==> config.mk <==
export PLATFORM = sky130hd
export DESIGN_NAME = radar_frame_receiver_unit
export DESIGN_NICKNAME = d
export VERILOG_FILES = /design/src/rtl/core/rfr_pkg.sv /design/src/rtl/core/rfr_front.sv /design/src/rtl/core/rfr_back.sv /design/src/rtl/core/radar_frame_receiver_unit.sv
export SDC_FILE = /design/constraint.sdc
export NUM_CORES = 1
export LEC_CHECK = 0
export ABC_AREA = 1
export BUFFER_PORTS_ARGS = -buffer_cell sky130_fd_sc_hd__buf_4
export CAP_MARGIN = 5
export CELL_PAD_IN_SITES_DETAIL_PLACEMENT = 0
export CELL_PAD_IN_SITES_GLOBAL_PLACEMENT = 1
export CORE_ASPECT_RATIO = 1.25
export CORE_UTILIZATION = 45
export CTS_CLUSTER_SIZE = 25
export DETAILED_ROUTE_END_ITERATION = 10
export GPL_TIMING_DRIVEN = 0
export HOLD_SLACK_MARGIN = 0.02
export MAX_ROUTING_LAYER = met4
export PLACE_DENSITY = 0.9
export REMOVE_ABC_BUFFERS = 1
export SLEW_MARGIN = 20
export SYNTH_ARGS = -nofsm -noshare
export SYNTH_HDL_FRONTEND = slang
export SYNTH_SLANG_ARGS = --single-unit
==> constraint.sdc <==
create_clock -name clk -period 6.9 [get_ports clk]
set_input_delay 1.725 -clock clk [delete_from_list [all_inputs] [get_ports clk]]
set_output_delay 1.725 -clock clk [all_outputs]
set_load 0.005 [all_outputs]
==> src/rtl/core/rfr_pkg.sv <==
// ----------------------------------------------------------------------------
// rfr_pkg
// Shared types and constants for the radar frame receiver: configuration
// layout, register indexes, frame phases, status codes and the queued beat.
// ----------------------------------------------------------------------------
package rfr_pkg;

    // Frame buffer size default (bytes of one frame, headers and trailer too)
    localparam int MAX_FRAME_BYTES_DEF = 64;

    // Configuration port
    localparam int CFG_IDX_W  = 3;
    localparam int CFG_DATA_W = 8;

    localparam logic [CFG_IDX_W-1:0] REG_HEADER_FIRST     = 3'd0;
    localparam logic [CFG_IDX_W-1:0] REG_HEADER_SECOND    = 3'd1;
    localparam logic [CFG_IDX_W-1:0] REG_TRAILER_LAST     = 3'd2;
    localparam logic [CFG_IDX_W-1:0] REG_STATUS_CONTROL   = 3'd3;
    localparam logic [CFG_IDX_W-1:0] REG_PRESENCE_COMMAND = 3'd4;
    localparam logic [CFG_IDX_W-1:0] REG_MOTION_COMMAND   = 3'd5;
    localparam logic [CFG_IDX_W-1:0] REG_REQUIRE_GOOD_SUM = 3'd6;

    // Register reset values
    localparam logic [7:0] HEADER_FIRST_RST     = 8'd83;
    localparam logic [7:0] HEADER_SECOND_RST    = 8'd89;
    localparam logic [7:0] TRAILER_LAST_RST     = 8'd67;
    localparam logic [7:0] STATUS_CONTROL_RST   = 8'd128;
    localparam logic [7:0] PRESENCE_COMMAND_RST = 8'd1;
    localparam logic [7:0] MOTION_COMMAND_RST   = 8'd2;

    // Motion byte value that means "moving"
    localparam logic [7:0] MOVING_CODE = 8'h02;

    // Frame phases
    typedef enum logic [1:0] {
        PH_HUNT,
        PH_SECOND,
        PH_COLLECT,
        PH_DISCARD
    } phase_t;

    // Result status codes
    localparam logic [1:0] ST_OK   = 2'd0;
    localparam logic [1:0] ST_CSUM = 2'd1;
    localparam logic [1:0] ST_LEN  = 2'd2;
    localparam logic [1:0] ST_OVF  = 2'd3;

    // Configuration register file contents
    typedef struct packed {
        logic [7:0] header_first;
        logic [7:0] header_second;
        logic [7:0] trailer_last;
        logic [7:0] status_control;
        logic [7:0] presence_command;
        logic [7:0] motion_command;
        logic       require_good_checksum;
    } cfg_t;

    // One received byte with its match flags, as queued between front and back
    typedef struct packed {
        logic [7:0] data;
        logic       is_hdr1;
        logic       is_hdr2;
        logic       is_trailer;
    } beat_t;

endpackage

==> src/rtl/core/rfr_front.sv <==
// ----------------------------------------------------------------------------
// rfr_front
// Input side: accepts received bytes, tags each with its header and trailer
// matches and holds them in a two-entry queue for the deframer.
// ----------------------------------------------------------------------------
module rfr_front (
    input  logic                clk,
    input  logic                rst_n,
    input  rfr_pkg::cfg_t       cfg,
    input  logic                in_valid,
    output logic                in_ready,
    input  logic [7:0]          rx_byte,
    output logic                q_valid,
    output rfr_pkg::beat_t      q_beat,
    input  logic                q_pop
);

    rfr_pkg::beat_t entry_reg [2];
    logic           wr_ptr_reg;
    logic           wr_ptr_next;
    logic           rd_ptr_reg;
    logic           rd_ptr_next;
    logic [1:0]     count_reg;
    logic [1:0]     count_next;
    rfr_pkg::beat_t in_beat;
    logic           push;

    // Classify the incoming byte
    always_comb
    begin
        in_beat.data       = rx_byte;
        in_beat.is_hdr1    = (rx_byte == cfg.header_first);
        in_beat.is_hdr2    = (rx_byte == cfg.header_second);
        in_beat.is_trailer = (rx_byte == cfg.trailer_last);
    end

    assign in_ready = (count_reg != 2'd2);
    assign push     = in_valid && in_ready;
    assign q_valid  = (count_reg != 2'd0);
    assign q_beat   = entry_reg[rd_ptr_reg];

    // Queue pointers and fill
    always_comb
    begin
        wr_ptr_next = wr_ptr_reg ^ push;
        rd_ptr_next = rd_ptr_reg ^ q_pop;
        count_next  = count_reg;
        if (push && !q_pop)
        begin
            count_next = count_reg + 2'd1;
        end
        else if (!push && q_pop)
        begin
            count_next = count_reg - 2'd1;
        end
    end

    always_ff @(posedge clk or negedge rst_n)
    begin
        if (!rst_n)
        begin
            wr_ptr_reg <= 1'b0;
            rd_ptr_reg <= 1'b0;
            count_reg  <= 2'd0;
        end
        else
        begin
            wr_ptr_reg <= wr_ptr_next;
            rd_ptr_reg <= rd_ptr_next;
            count_reg  <= count_next;
        end
    end

    // Queue storage
    always_ff @(posedge clk)
    begin
        if (push)
        begin
            entry_reg[wr_ptr_reg] <= in_beat;
        end
    end

`ifndef SYNTHESIS
    a_count_range: assert property (@(posedge clk) disable iff (!rst_n)
        count_reg != 2'd3)
        else $error("rfr_front: queue count out of range");

    a_pop_nonempty: assert property (@(posedge clk) disable iff (!rst_n)
        q_pop |-> q_valid)
        else $error("rfr_front: pop from empty queue");

    a_push_fill: assert property (@(posedge clk) disable iff (!rst_n)
        (push && !q_pop) |=> count_reg == $past(count_reg) + 2'd1)
        else $error("rfr_front: beat lost on push");
`endif

endmodule

==> src/rtl/core/rfr_back.sv <==
// ----------------------------------------------------------------------------
// rfr_back
// Deframer: walks the frame phases one queued beat per cycle (a trailer waits
// while a result is pending), keeps the checksum, recent bytes and captured
// fields, updates presence and motion; holds one finished result for output.
// ----------------------------------------------------------------------------
module rfr_back #(
    parameter int MAX_FRAME_BYTES = rfr_pkg::MAX_FRAME_BYTES_DEF
) (
    input  logic           clk,
    input  logic           rst_n,
    input  rfr_pkg::cfg_t  cfg,
    input  logic           q_valid,
    input  rfr_pkg::beat_t q_beat,
    output logic           q_pop,
    output logic           out_valid,
    input  logic           out_ready,
    output logic [7:0]     frame_control,
    output logic [7:0]     frame_command,
    output logic [5:0]     data_byte_count,
    output logic [31:0]    data_word,
    output logic [1:0]     frame_status,
    output logic [7:0]     presence_value,
    output logic           moving,
    output logic           status_changed
);

    localparam int CNT_W = $clog2(MAX_FRAME_BYTES);
    localparam int LEN_W = (CNT_W + 1 > 6) ? CNT_W + 1 : 6;
    localparam logic [CNT_W-1:0] LAST_OFFSET = CNT_W'(MAX_FRAME_BYTES - 1);

    // Frame state
    rfr_pkg::phase_t  phase_reg, phase_next;
    logic [CNT_W-1:0] byte_count_reg, byte_count_next;
    logic [7:0]       sum_reg, sum_next;
    logic [7:0]       recent0_reg, recent0_next;
    logic [7:0]       recent1_reg, recent1_next;
    logic [7:0]       control_reg, control_next;
    logic [7:0]       command_reg, command_next;
    logic [31:0]      data_reg, data_next;
    logic [7:0]       presence_reg, presence_next;
    logic [7:0]       motion_reg, motion_next;

    // Result register
    logic             out_valid_reg, out_valid_next;
    logic [7:0]       res_control_reg, res_control_next;
    logic [7:0]       res_command_reg, res_command_next;
    logic [5:0]       res_count_reg, res_count_next;
    logic [31:0]      res_word_reg, res_word_next;
    logic [1:0]       res_status_reg, res_status_next;
    logic             res_changed_reg, res_changed_next;

    // Frame end evaluation
    logic             out_free;
    logic             ends_frame;
    logic             take;
    logic [7:0]       fin_control;
    logic [7:0]       fin_command;
    logic [7:0]       sum_before;
    logic [LEN_W-1:0] dlen_full;
    logic             is_short;
    logic             dlen_1, dlen_2, dlen_4;
    logic [5:0]       fin_count;
    logic [31:0]      fin_word;
    logic [7:0]       fin_value;
    logic [1:0]       fin_status;
    logic             fin_update;
    logic             upd_presence;
    logic             upd_motion;

    assign out_free   = !out_valid_reg || out_ready;
    assign ends_frame = q_beat.is_trailer
                        && (phase_reg == rfr_pkg::PH_COLLECT
                            || phase_reg == rfr_pkg::PH_DISCARD);
    assign take       = q_valid && (out_free || !ends_frame);
    assign q_pop      = take;

    // Values a trailer would finish the current frame with
    always_comb
    begin
        fin_control = (byte_count_reg == CNT_W'(2)) ? q_beat.data : control_reg;
        fin_command = (byte_count_reg == CNT_W'(3)) ? q_beat.data : command_reg;
        sum_before  = sum_reg - recent0_reg - recent1_reg;
        dlen_full   = LEN_W'(byte_count_reg) - LEN_W'(8);
        is_short    = (byte_count_reg < CNT_W'(8));
        dlen_1      = (byte_count_reg == CNT_W'(9));
        dlen_2      = (byte_count_reg == CNT_W'(10));
        dlen_4      = (byte_count_reg == CNT_W'(12));
        fin_count   = is_short ? 6'd0 : dlen_full[5:0];

        fin_word  = 32'd0;
        fin_value = 8'd0;
        if (dlen_1)
        begin
            fin_word  = {24'd0, data_reg[7:0]};
            fin_value = data_reg[7:0];
        end
        else if (dlen_2)
        begin
            fin_word  = {16'd0, data_reg[15:0]};
            fin_value = data_reg[15:8];
        end
        else if (dlen_4)
        begin
            fin_word  = data_reg;
            fin_value = data_reg[31:24];
        end

        if (!(dlen_1 || dlen_2 || dlen_4))
        begin
            fin_status = rfr_pkg::ST_LEN;
        end
        else if (sum_before != recent0_reg)
        begin
            fin_status = rfr_pkg::ST_CSUM;
        end
        else
        begin
            fin_status = rfr_pkg::ST_OK;
        end

        // Status report update; presence wins when both commands match
        fin_update   = (fin_status == rfr_pkg::ST_OK
                        || (fin_status == rfr_pkg::ST_CSUM && !cfg.require_good_checksum))
                       && (fin_control == cfg.status_control);
        upd_presence = fin_update && (fin_command == cfg.presence_command);
        upd_motion   = fin_update && !upd_presence && (fin_command == cfg.motion_command);
    end

    // Phase walk, frame state and result capture
    always_comb
    begin
        phase_next       = phase_reg;
        byte_count_next  = byte_count_reg;
        sum_next         = sum_reg;
        recent0_next     = recent0_reg;
        recent1_next     = recent1_reg;
        control_next     = control_reg;
        command_next     = command_reg;
        data_next        = data_reg;
        presence_next    = presence_reg;
        motion_next      = motion_reg;
        out_valid_next   = out_valid_reg && !out_ready;
        res_control_next = res_control_reg;
        res_command_next = res_command_reg;
        res_count_next   = res_count_reg;
        res_word_next    = res_word_reg;
        res_status_next  = res_status_reg;
        res_changed_next = res_changed_reg;

        if (take)
        begin
            case (phase_reg)
                rfr_pkg::PH_HUNT:
                begin
                    if (q_beat.is_hdr1)
                    begin
                        phase_next = rfr_pkg::PH_SECOND;
                    end
                end
                rfr_pkg::PH_SECOND:
                begin
                    if (q_beat.is_hdr2)
                    begin
                        phase_next      = rfr_pkg::PH_COLLECT;
                        byte_count_next = CNT_W'(2);
                        sum_next        = cfg.header_first + q_beat.data;
                        recent0_next    = cfg.header_first;
                        recent1_next    = q_beat.data;
                        control_next    = 8'd0;
                        command_next    = 8'd0;
                        data_next       = 32'd0;
                    end
                    else
                    begin
                        phase_next = rfr_pkg::PH_HUNT;
                    end
                end
                rfr_pkg::PH_COLLECT:
                begin
                    control_next = fin_control;
                    command_next = fin_command;
                    if (q_beat.is_trailer)
                    begin
                        // frame end
                        phase_next       = rfr_pkg::PH_HUNT;
                        out_valid_next   = 1'b1;
                        res_control_next = fin_control;
                        res_command_next = fin_command;
                        res_changed_next = 1'b0;
                        if (is_short)
                        begin
                            res_count_next  = 6'd0;
                            res_word_next   = 32'd0;
                            res_status_next = rfr_pkg::ST_LEN;
                        end
                        else
                        begin
                            res_count_next  = fin_count;
                            res_word_next   = fin_word;
                            res_status_next = fin_status;
                            if (upd_presence && fin_value != presence_reg)
                            begin
                                presence_next    = fin_value;
                                res_changed_next = 1'b1;
                            end
                            if (upd_motion && fin_value != motion_reg)
                            begin
                                motion_next      = fin_value;
                                res_changed_next = 1'b1;
                            end
                        end
                    end
                    else if (byte_count_reg >= LAST_OFFSET)
                    begin
                        phase_next = rfr_pkg::PH_DISCARD;
                    end
                    else
                    begin
                        if (byte_count_reg >= CNT_W'(8))
                        begin
                            data_next = {data_reg[23:0], recent0_reg};
                        end
                        recent0_next    = recent1_reg;
                        recent1_next    = q_beat.data;
                        sum_next        = sum_reg + q_beat.data;
                        byte_count_next = byte_count_reg + CNT_W'(1);
                    end
                end
                rfr_pkg::PH_DISCARD:
                begin
                    if (q_beat.is_trailer)
                    begin
                        phase_next       = rfr_pkg::PH_HUNT;
                        out_valid_next   = 1'b1;
                        res_control_next = control_reg;
                        res_command_next = command_reg;
                        res_count_next   = 6'd0;
                        res_word_next    = 32'd0;
                        res_status_next  = rfr_pkg::ST_OVF;
                        res_changed_next = 1'b0;
                    end
                end
                default:
                begin
                    phase_next = rfr_pkg::PH_HUNT;
                end
            endcase
        end
    end

    // Control state
    always_ff @(posedge clk or negedge rst_n)
    begin
        if (!rst_n)
        begin
            phase_reg      <= rfr_pkg::PH_HUNT;
            byte_count_reg <= '0;
            sum_reg        <= 8'd0;
            recent0_reg    <= 8'd0;
            recent1_reg    <= 8'd0;
            control_reg    <= 8'd0;
            command_reg    <= 8'd0;
            data_reg       <= 32'd0;
            presence_reg   <= 8'd0;
            motion_reg     <= 8'd0;
            out_valid_reg  <= 1'b0;
        end
        else
        begin
            phase_reg      <= phase_next;
            byte_count_reg <= byte_count_next;
            sum_reg        <= sum_next;
            recent0_reg    <= recent0_next;
            recent1_reg    <= recent1_next;
            control_reg    <= control_next;
            command_reg    <= command_next;
            data_reg       <= data_next;
            presence_reg   <= presence_next;
            motion_reg     <= motion_next;
            out_valid_reg  <= out_valid_next;
        end
    end

    // Result payload
    always_ff @(posedge clk)
    begin
        res_control_reg <= res_control_next;
        res_command_reg <= res_command_next;
        res_count_reg   <= res_count_next;
        res_word_reg    <= res_word_next;
        res_status_reg  <= res_status_next;
        res_changed_reg <= res_changed_next;
    end

    assign out_valid       = out_valid_reg;
    assign frame_control   = res_control_reg;
    assign frame_command   = res_command_reg;
    assign data_byte_count = res_count_reg;
    assign data_word       = res_word_reg;
    assign frame_status    = res_status_reg;
    assign presence_value  = presence_reg;
    assign moving          = (motion_reg == rfr_pkg::MOVING_CODE);
    assign status_changed  = res_changed_reg;

`ifndef SYNTHESIS
    a_count_bounds: assert property (@(posedge clk) disable iff (!rst_n)
        phase_reg == rfr_pkg::PH_COLLECT
        |-> byte_count_reg >= CNT_W'(2) && byte_count_reg <= LAST_OFFSET)
        else $error("rfr_back: byte count out of range while collecting");

    a_end_gives_result: assert property (@(posedge clk) disable iff (!rst_n)
        (take && ends_frame) |=> out_valid_reg && phase_reg == rfr_pkg::PH_HUNT)
        else $error("rfr_back: frame end without result");

    a_overflow_result: assert property (@(posedge clk) disable iff (!rst_n)
        (out_valid_reg && res_status_reg == rfr_pkg::ST_OVF)
        |-> !res_changed_reg && res_count_reg == 6'd0 && res_word_reg == 32'd0)
        else $error("rfr_back: overflow result carries data or update");

    a_no_overwrite: assert property (@(posedge clk) disable iff (!rst_n)
        (out_valid_reg && !out_ready) |-> !(take && ends_frame))
        else $error("rfr_back: pending result overwritten");
`endif

endmodule

==> src/rtl/core/radar_frame_receiver_unit.sv <==
// ----------------------------------------------------------------------------
// radar_frame_receiver_unit
// Radar serial frame receiver: hunts for the two header bytes, collects a
// frame up to the trailer byte, checks length and additive checksum and
// reports control, command, data and the presence and motion status.
//
//   Channel   Signals                                  Direction  Beat
//   input     in_valid/in_ready, rx_byte               in         one byte
//   output    out_valid/out_ready, frame_* etc.        out        one frame
//   config    cfg_we, cfg_index, cfg_data              in         one reg write
//
// One byte per cycle sustained while results drain; the deframer takes one
// queued beat per cycle. A byte reaches the deframer from a queue entry
// register; a frame result is offered from the edge that takes its trailer
// byte off the queue. A waiting result holds the deframer only at the next
// trailer byte; the two-entry queue then fills and in_ready drops.
// Reset clears all frame state, presence and motion; no clearing pass.
// ----------------------------------------------------------------------------
module radar_frame_receiver_unit #(
    parameter int MAX_FRAME_BYTES = rfr_pkg::MAX_FRAME_BYTES_DEF
) (
    input  logic                           clk,
    input  logic                           rst_n,
    input  logic                           cfg_we,
    input  logic [rfr_pkg::CFG_IDX_W-1:0]  cfg_index,
    input  logic [rfr_pkg::CFG_DATA_W-1:0] cfg_data,
    input  logic                           in_valid,
    output logic                           in_ready,
    input  logic [7:0]                     rx_byte,
    output logic                           out_valid,
    input  logic                           out_ready,
    output logic [7:0]                     frame_control,
    output logic [7:0]                     frame_command,
    output logic [5:0]                     data_byte_count,
    output logic [31:0]                    data_word,
    output logic [1:0]                     frame_status,
    output logic [7:0]                     presence_value,
    output logic                           moving,
    output logic                           status_changed
);

    rfr_pkg::cfg_t  cfg_reg;
    rfr_pkg::cfg_t  cfg_next;
    logic           q_valid;
    logic           q_pop;
    rfr_pkg::beat_t q_beat;

    // Configuration register file
    always_comb
    begin
        cfg_next = cfg_reg;
        if (cfg_we)
        begin
            case (cfg_index)
                rfr_pkg::REG_HEADER_FIRST:     cfg_next.header_first     = cfg_data;
                rfr_pkg::REG_HEADER_SECOND:    cfg_next.header_second    = cfg_data;
                rfr_pkg::REG_TRAILER_LAST:     cfg_next.trailer_last     = cfg_data;
                rfr_pkg::REG_STATUS_CONTROL:   cfg_next.status_control   = cfg_data;
                rfr_pkg::REG_PRESENCE_COMMAND: cfg_next.presence_command = cfg_data;
                rfr_pkg::REG_MOTION_COMMAND:   cfg_next.motion_command   = cfg_data;
                rfr_pkg::REG_REQUIRE_GOOD_SUM: cfg_next.require_good_checksum = cfg_data[0];
                default:                       cfg_next = cfg_reg;
            endcase
        end
    end

    always_ff @(posedge clk or negedge rst_n)
    begin
        if (!rst_n)
        begin
            cfg_reg.header_first          <= rfr_pkg::HEADER_FIRST_RST;
            cfg_reg.header_second         <= rfr_pkg::HEADER_SECOND_RST;
            cfg_reg.trailer_last          <= rfr_pkg::TRAILER_LAST_RST;
            cfg_reg.status_control        <= rfr_pkg::STATUS_CONTROL_RST;
            cfg_reg.presence_command      <= rfr_pkg::PRESENCE_COMMAND_RST;
            cfg_reg.motion_command        <= rfr_pkg::MOTION_COMMAND_RST;
            cfg_reg.require_good_checksum <= 1'b0;
        end
        else
        begin
            cfg_reg <= cfg_next;
        end
    end

    // Byte intake and queue
    rfr_front u_front (
        .clk      (clk),
        .rst_n    (rst_n),
        .cfg      (cfg_reg),
        .in_valid (in_valid),
        .in_ready (in_ready),
        .rx_byte  (rx_byte),
        .q_valid  (q_valid),
        .q_beat   (q_beat),
        .q_pop    (q_pop)
    );

    // Deframer and result register
    rfr_back #(
        .MAX_FRAME_BYTES (MAX_FRAME_BYTES)
    ) u_back (
        .clk             (clk),
        .rst_n           (rst_n),
        .cfg             (cfg_reg),
        .q_valid         (q_valid),
        .q_beat          (q_beat),
        .q_pop           (q_pop),
        .out_valid       (out_valid),
        .out_ready       (out_ready),
        .frame_control   (frame_control),
        .frame_command   (frame_command),
        .data_byte_count (data_byte_count),
        .data_word       (data_word),
        .frame_status    (frame_status),
        .presence_value  (presence_value),
        .moving          (moving),
        .status_changed  (status_changed)
    );

endmodule
==> results.md <==
- Status: completed
- Seq cells post-synth: 229
- Critical path class: input pin to flop
- Post-CTS Setup Inserts: 0
- DP Area: 13100 µm²
- GP Congestion: 0.876
- Final Instance Area: 13900 µm²
- Slew @ Worst Pin: 1.13 ns
- H-Tree Depth: 1
- Core area: 26300 µm²
- Hold Path Class: flop to flop
- Post-route insts no fill: 1899
- Hold slack final: 0.496 ns
- Die height: 185 µm
- Reg clk slew, reported paths: 0.06 ns
- Multi-input logic area: 4970 µm²
- Die area: 27600 µm²
- CTS tree: yes
- Clock skew: 0.0125 ns
- Period utilisation layout: 61.1%
- Cell variety after synth: 47
- Clock share of power: 20.0%
- R2R Path Start: u_front.rd_ptr_reg
- CP Data Arrival Time: 4.65 ns
- Final Power: 6720 µW
- Seq pwr share: 32.3%
- Min Tclk post-route: 4.22 ns
- Total gr overflow: 0
- # DRC: 0
- Crit. End Element: flop
- FF+latch area: 6140 µm²
- RSZ-0062 raised after global routing: false
- Synth Cell Area: 12100 µm²
- Startpoint Class: input pin
- Die Width: 149 µm
- Slew Viols, Final: 0
- Via-to-Cell Ratio: 5.16
- Filler instances: 2431
- Final TNS setup: 0 ns
- Synthesized instance count: 1462
- Number of synthesized flops with an enable pin: 79
- Syn avg cell area: 8.28 µm²
- Top-level I/O count: 92
- Clock Tree Buf Depth: 3
- Switching part of the total power: 43.4%
- CP delay by family, top: simple AND/OR/NAND/NOR gates
- Root Buffer Master: clkbuf_16
- Peak Freq: 237 MHz
- CTS Hold Bufs: 0
- Worst Path Required: 7.34 ns
- Max-cap viol count: 0
- Clock Latency Late Sink: 0.52 ns
- Max reg flops: 49
- Drt wl/cell: 16.0 µm
- Detailed placement HPWL: 21800 µm
- Port buffer count: 91
- Initial antenna violation count: 0
- All-Layer GR Usage: 23.6%
- WP buf/inv: 3
- Max incr delay on CP: 0.75 ns
- Largest net degree at the start of global routing: 81
- Antenna diodes: 0
- Global-route wire length before repair: 49400 µm
- Logic gate share of total power: 47.7%
- Final ANT Viol Nets: 0
- Synth async-reset ratio: 65.5%
- Final Setup Violations: 0
- Prevailing post-synth register cell: dfrtp_1
- Clock Sinks: 229
- Power Density: 483 nW/µm²
- Net Sw Power: 2920 µW
- Starting DRT DRC Count: 768
- CTS Buf Count: 24
- Synth-to-layout area growth: 14.9%
- Nets: 1598
- Final Hold Viols: 0
- Post-synthesis sequential area ratio: 50.7%
- Vias in the first global route: 9364
- Rel. slew slack: 24.2%
- Leak pwr: 0.00658 µW
- Vias: 9800
- Share of cells above drive strength 1: 11.7%
- Int Pwr: 3800 µW
- Initial Util: 46.1%
- Worst hold start: u_back.motion_reg[2]
- Worst-path fanout max: 40
- CP startpoint: out_ready
- Ys Warns: 0
- CP max-delay cell: a21oi_4
- Placed cells: 1855
- CP cell instances: buf_4, nor2_1, nand2_1, o21ai_2, inv_1, nand2_2, nand2_4, nand3b_4, a21oi_4, buf_16, nand3_1, o21ai_0
- Worst IR drop on VDD: 0.249 mV
- Final wirelength: 30400 µm
- CTS resizes: 0
- Drt pass-1 iters: 5
- Rows: 66
[worst min-delay path: stages (launching register included)]
cell and delay, ns:
dfrtp_1 0.36, nand2_1 0.06, nand2_1 0.05
[power by group through the flow]
stage / combinational [µW] / sequential (µW) / clock [µW]
after detailed placement: 3200 / 2190 / 0
after global routing: 3670 / 2210 / 1420
final: 3210 / 2170 / 1350
after CTS: 3220 / 2170 / 1370
after global placement: 3080 / 2180 / 0
after floorplan: 2220 / 2140 / 0
[layout by cell type (no fill, tap or decap), types with 3 or more instances in the layout]
| master | netlist | layout |
|---|---|---|
| dfstp_2 | 14 | 14 |
| clkbuf_16 | 0 | 25 |
| inv_2 | 6 | 6 |
| ha_1 | 25 | 25 |
| o22ai_1 | 17 | 17 |
| inv_1 | 200 | 199 |
| clkinv_1 | 0 | 4 |
| a21oi_1 | 15 | 15 |
| nor3_1 | 10 | 10 |
| xor2_1 | 4 | 4 |
| o221ai_1 | 6 | 6 |
| nand3_1 | 139 | 139 |
| nor2_2 | 6 | 5 |
| buf_4 | 6 | 90 |
| nor2_4 | 3 | 4 |
| a31oi_1 | 3 | 3 |
| nor2_1 | 85 | 85 |
| fa_1 | 8 | 8 |
| buf_16 | 0 | 3 |
| edfxtp_1 | 79 | 79 |
| o21ai_1 | 12 | 12 |
| nand2_2 | 4 | 4 |
| clkinv_2 | 0 | 8 |
| nand3_2 | 3 | 3 |
| nand2_1 | 447 | 447 |
| dfrtp_1 | 136 | 136 |
| xnor2_1 | 33 | 33 |
| nand4_1 | 29 | 29 |
| bufinv_16 | 0 | 4 |
| o21ai_0 | 116 | 116 |
[cells in the mapped netlist, drive strengths merged (3+ instances only)]
cell type | count | area (µm²)
nor3 | 10 | 50.1
nand2 | 453 | 1730
fa | 8 | 160
buf | 22 | 149
nand4 | 30 | 194
o21ai | 130 | 666
ha | 25 | 313
o221ai | 6 | 52.6
a31oi | 3 | 18.8
edfxtp | 79 | 2370
nor2 | 94 | 390
a21oi | 17 | 100
clkbuf | 19 | 71.3
inv | 206 | 773
o22ai | 17 | 106
dfstp | 14 | 368
nand3b | 3 | 35.0
dfrtp | 136 | 3400
nand3 | 143 | 743
xnor2 | 33 | 289
or2 | 3 | 21.3
xor2 | 4 | 35.0
[layout make-up]
class | instances | share of cell area (%)
flip-flops and latches | 229 | 44.2
multi-input cells | 986 | 35.8
inverters | 206 | 5.58
repair buffers | 94 | 5.56
clock buffers | 27 | 4.55
well taps | 340 | 3.06
clock inverters | 17 | 1.31
[kinds of logic after synthesis]
kind of cell | count (synthesis) | synth area share, %
buffers and inverters | 247 | 8.21
AO/OA/AOI/OAI | 179 | 8.19
adder cells (fa/ha/maj) | 33 | 3.91
XOR/XNOR | 37 | 2.68
AND/OR/NAND/NOR | 737 | 26.3
flip-flops | 229 | 50.7
[path summary, 6_finish.rpt]
kind	cells after the start	slack, ns	endpoint
max	12	2.68	u_back.data_reg[0]
min	2	0.50	u_back.motion_reg[2]
max reg2reg	13	2.78	u_back.data_reg[0]
min reg2reg	2	0.50	u_back.motion_reg[2]
max in group asynchronous	2	4.88	cfg_reg[2]
min in group asynchronous	1	1.21	cfg_reg[30]
[stage by stage]
step | utilization (%) | setup WS [ns]
2_1_floorplan | - | 3.02
3_3_place_gp | 49.5 | 1.68
3_5_place_dp | 49.9 | 2.17
4_1_cts | 53.0 | 2.70
5_1_grt | 53.0 | 2.43
6_report | 53.0 | 2.68
[layer usage]
metal  global-route usage, %  vias to the layer above  part of all wire (%)
li1                        -                     4898                     -
met1                    29.1                     4569                    41
met3                    2.22                       52                   4.9
met5                       -                        -                     0
met2                    41.1                      281                    51
met4                    6.76                        0                   2.7
(Power assumes the default switching activity.)
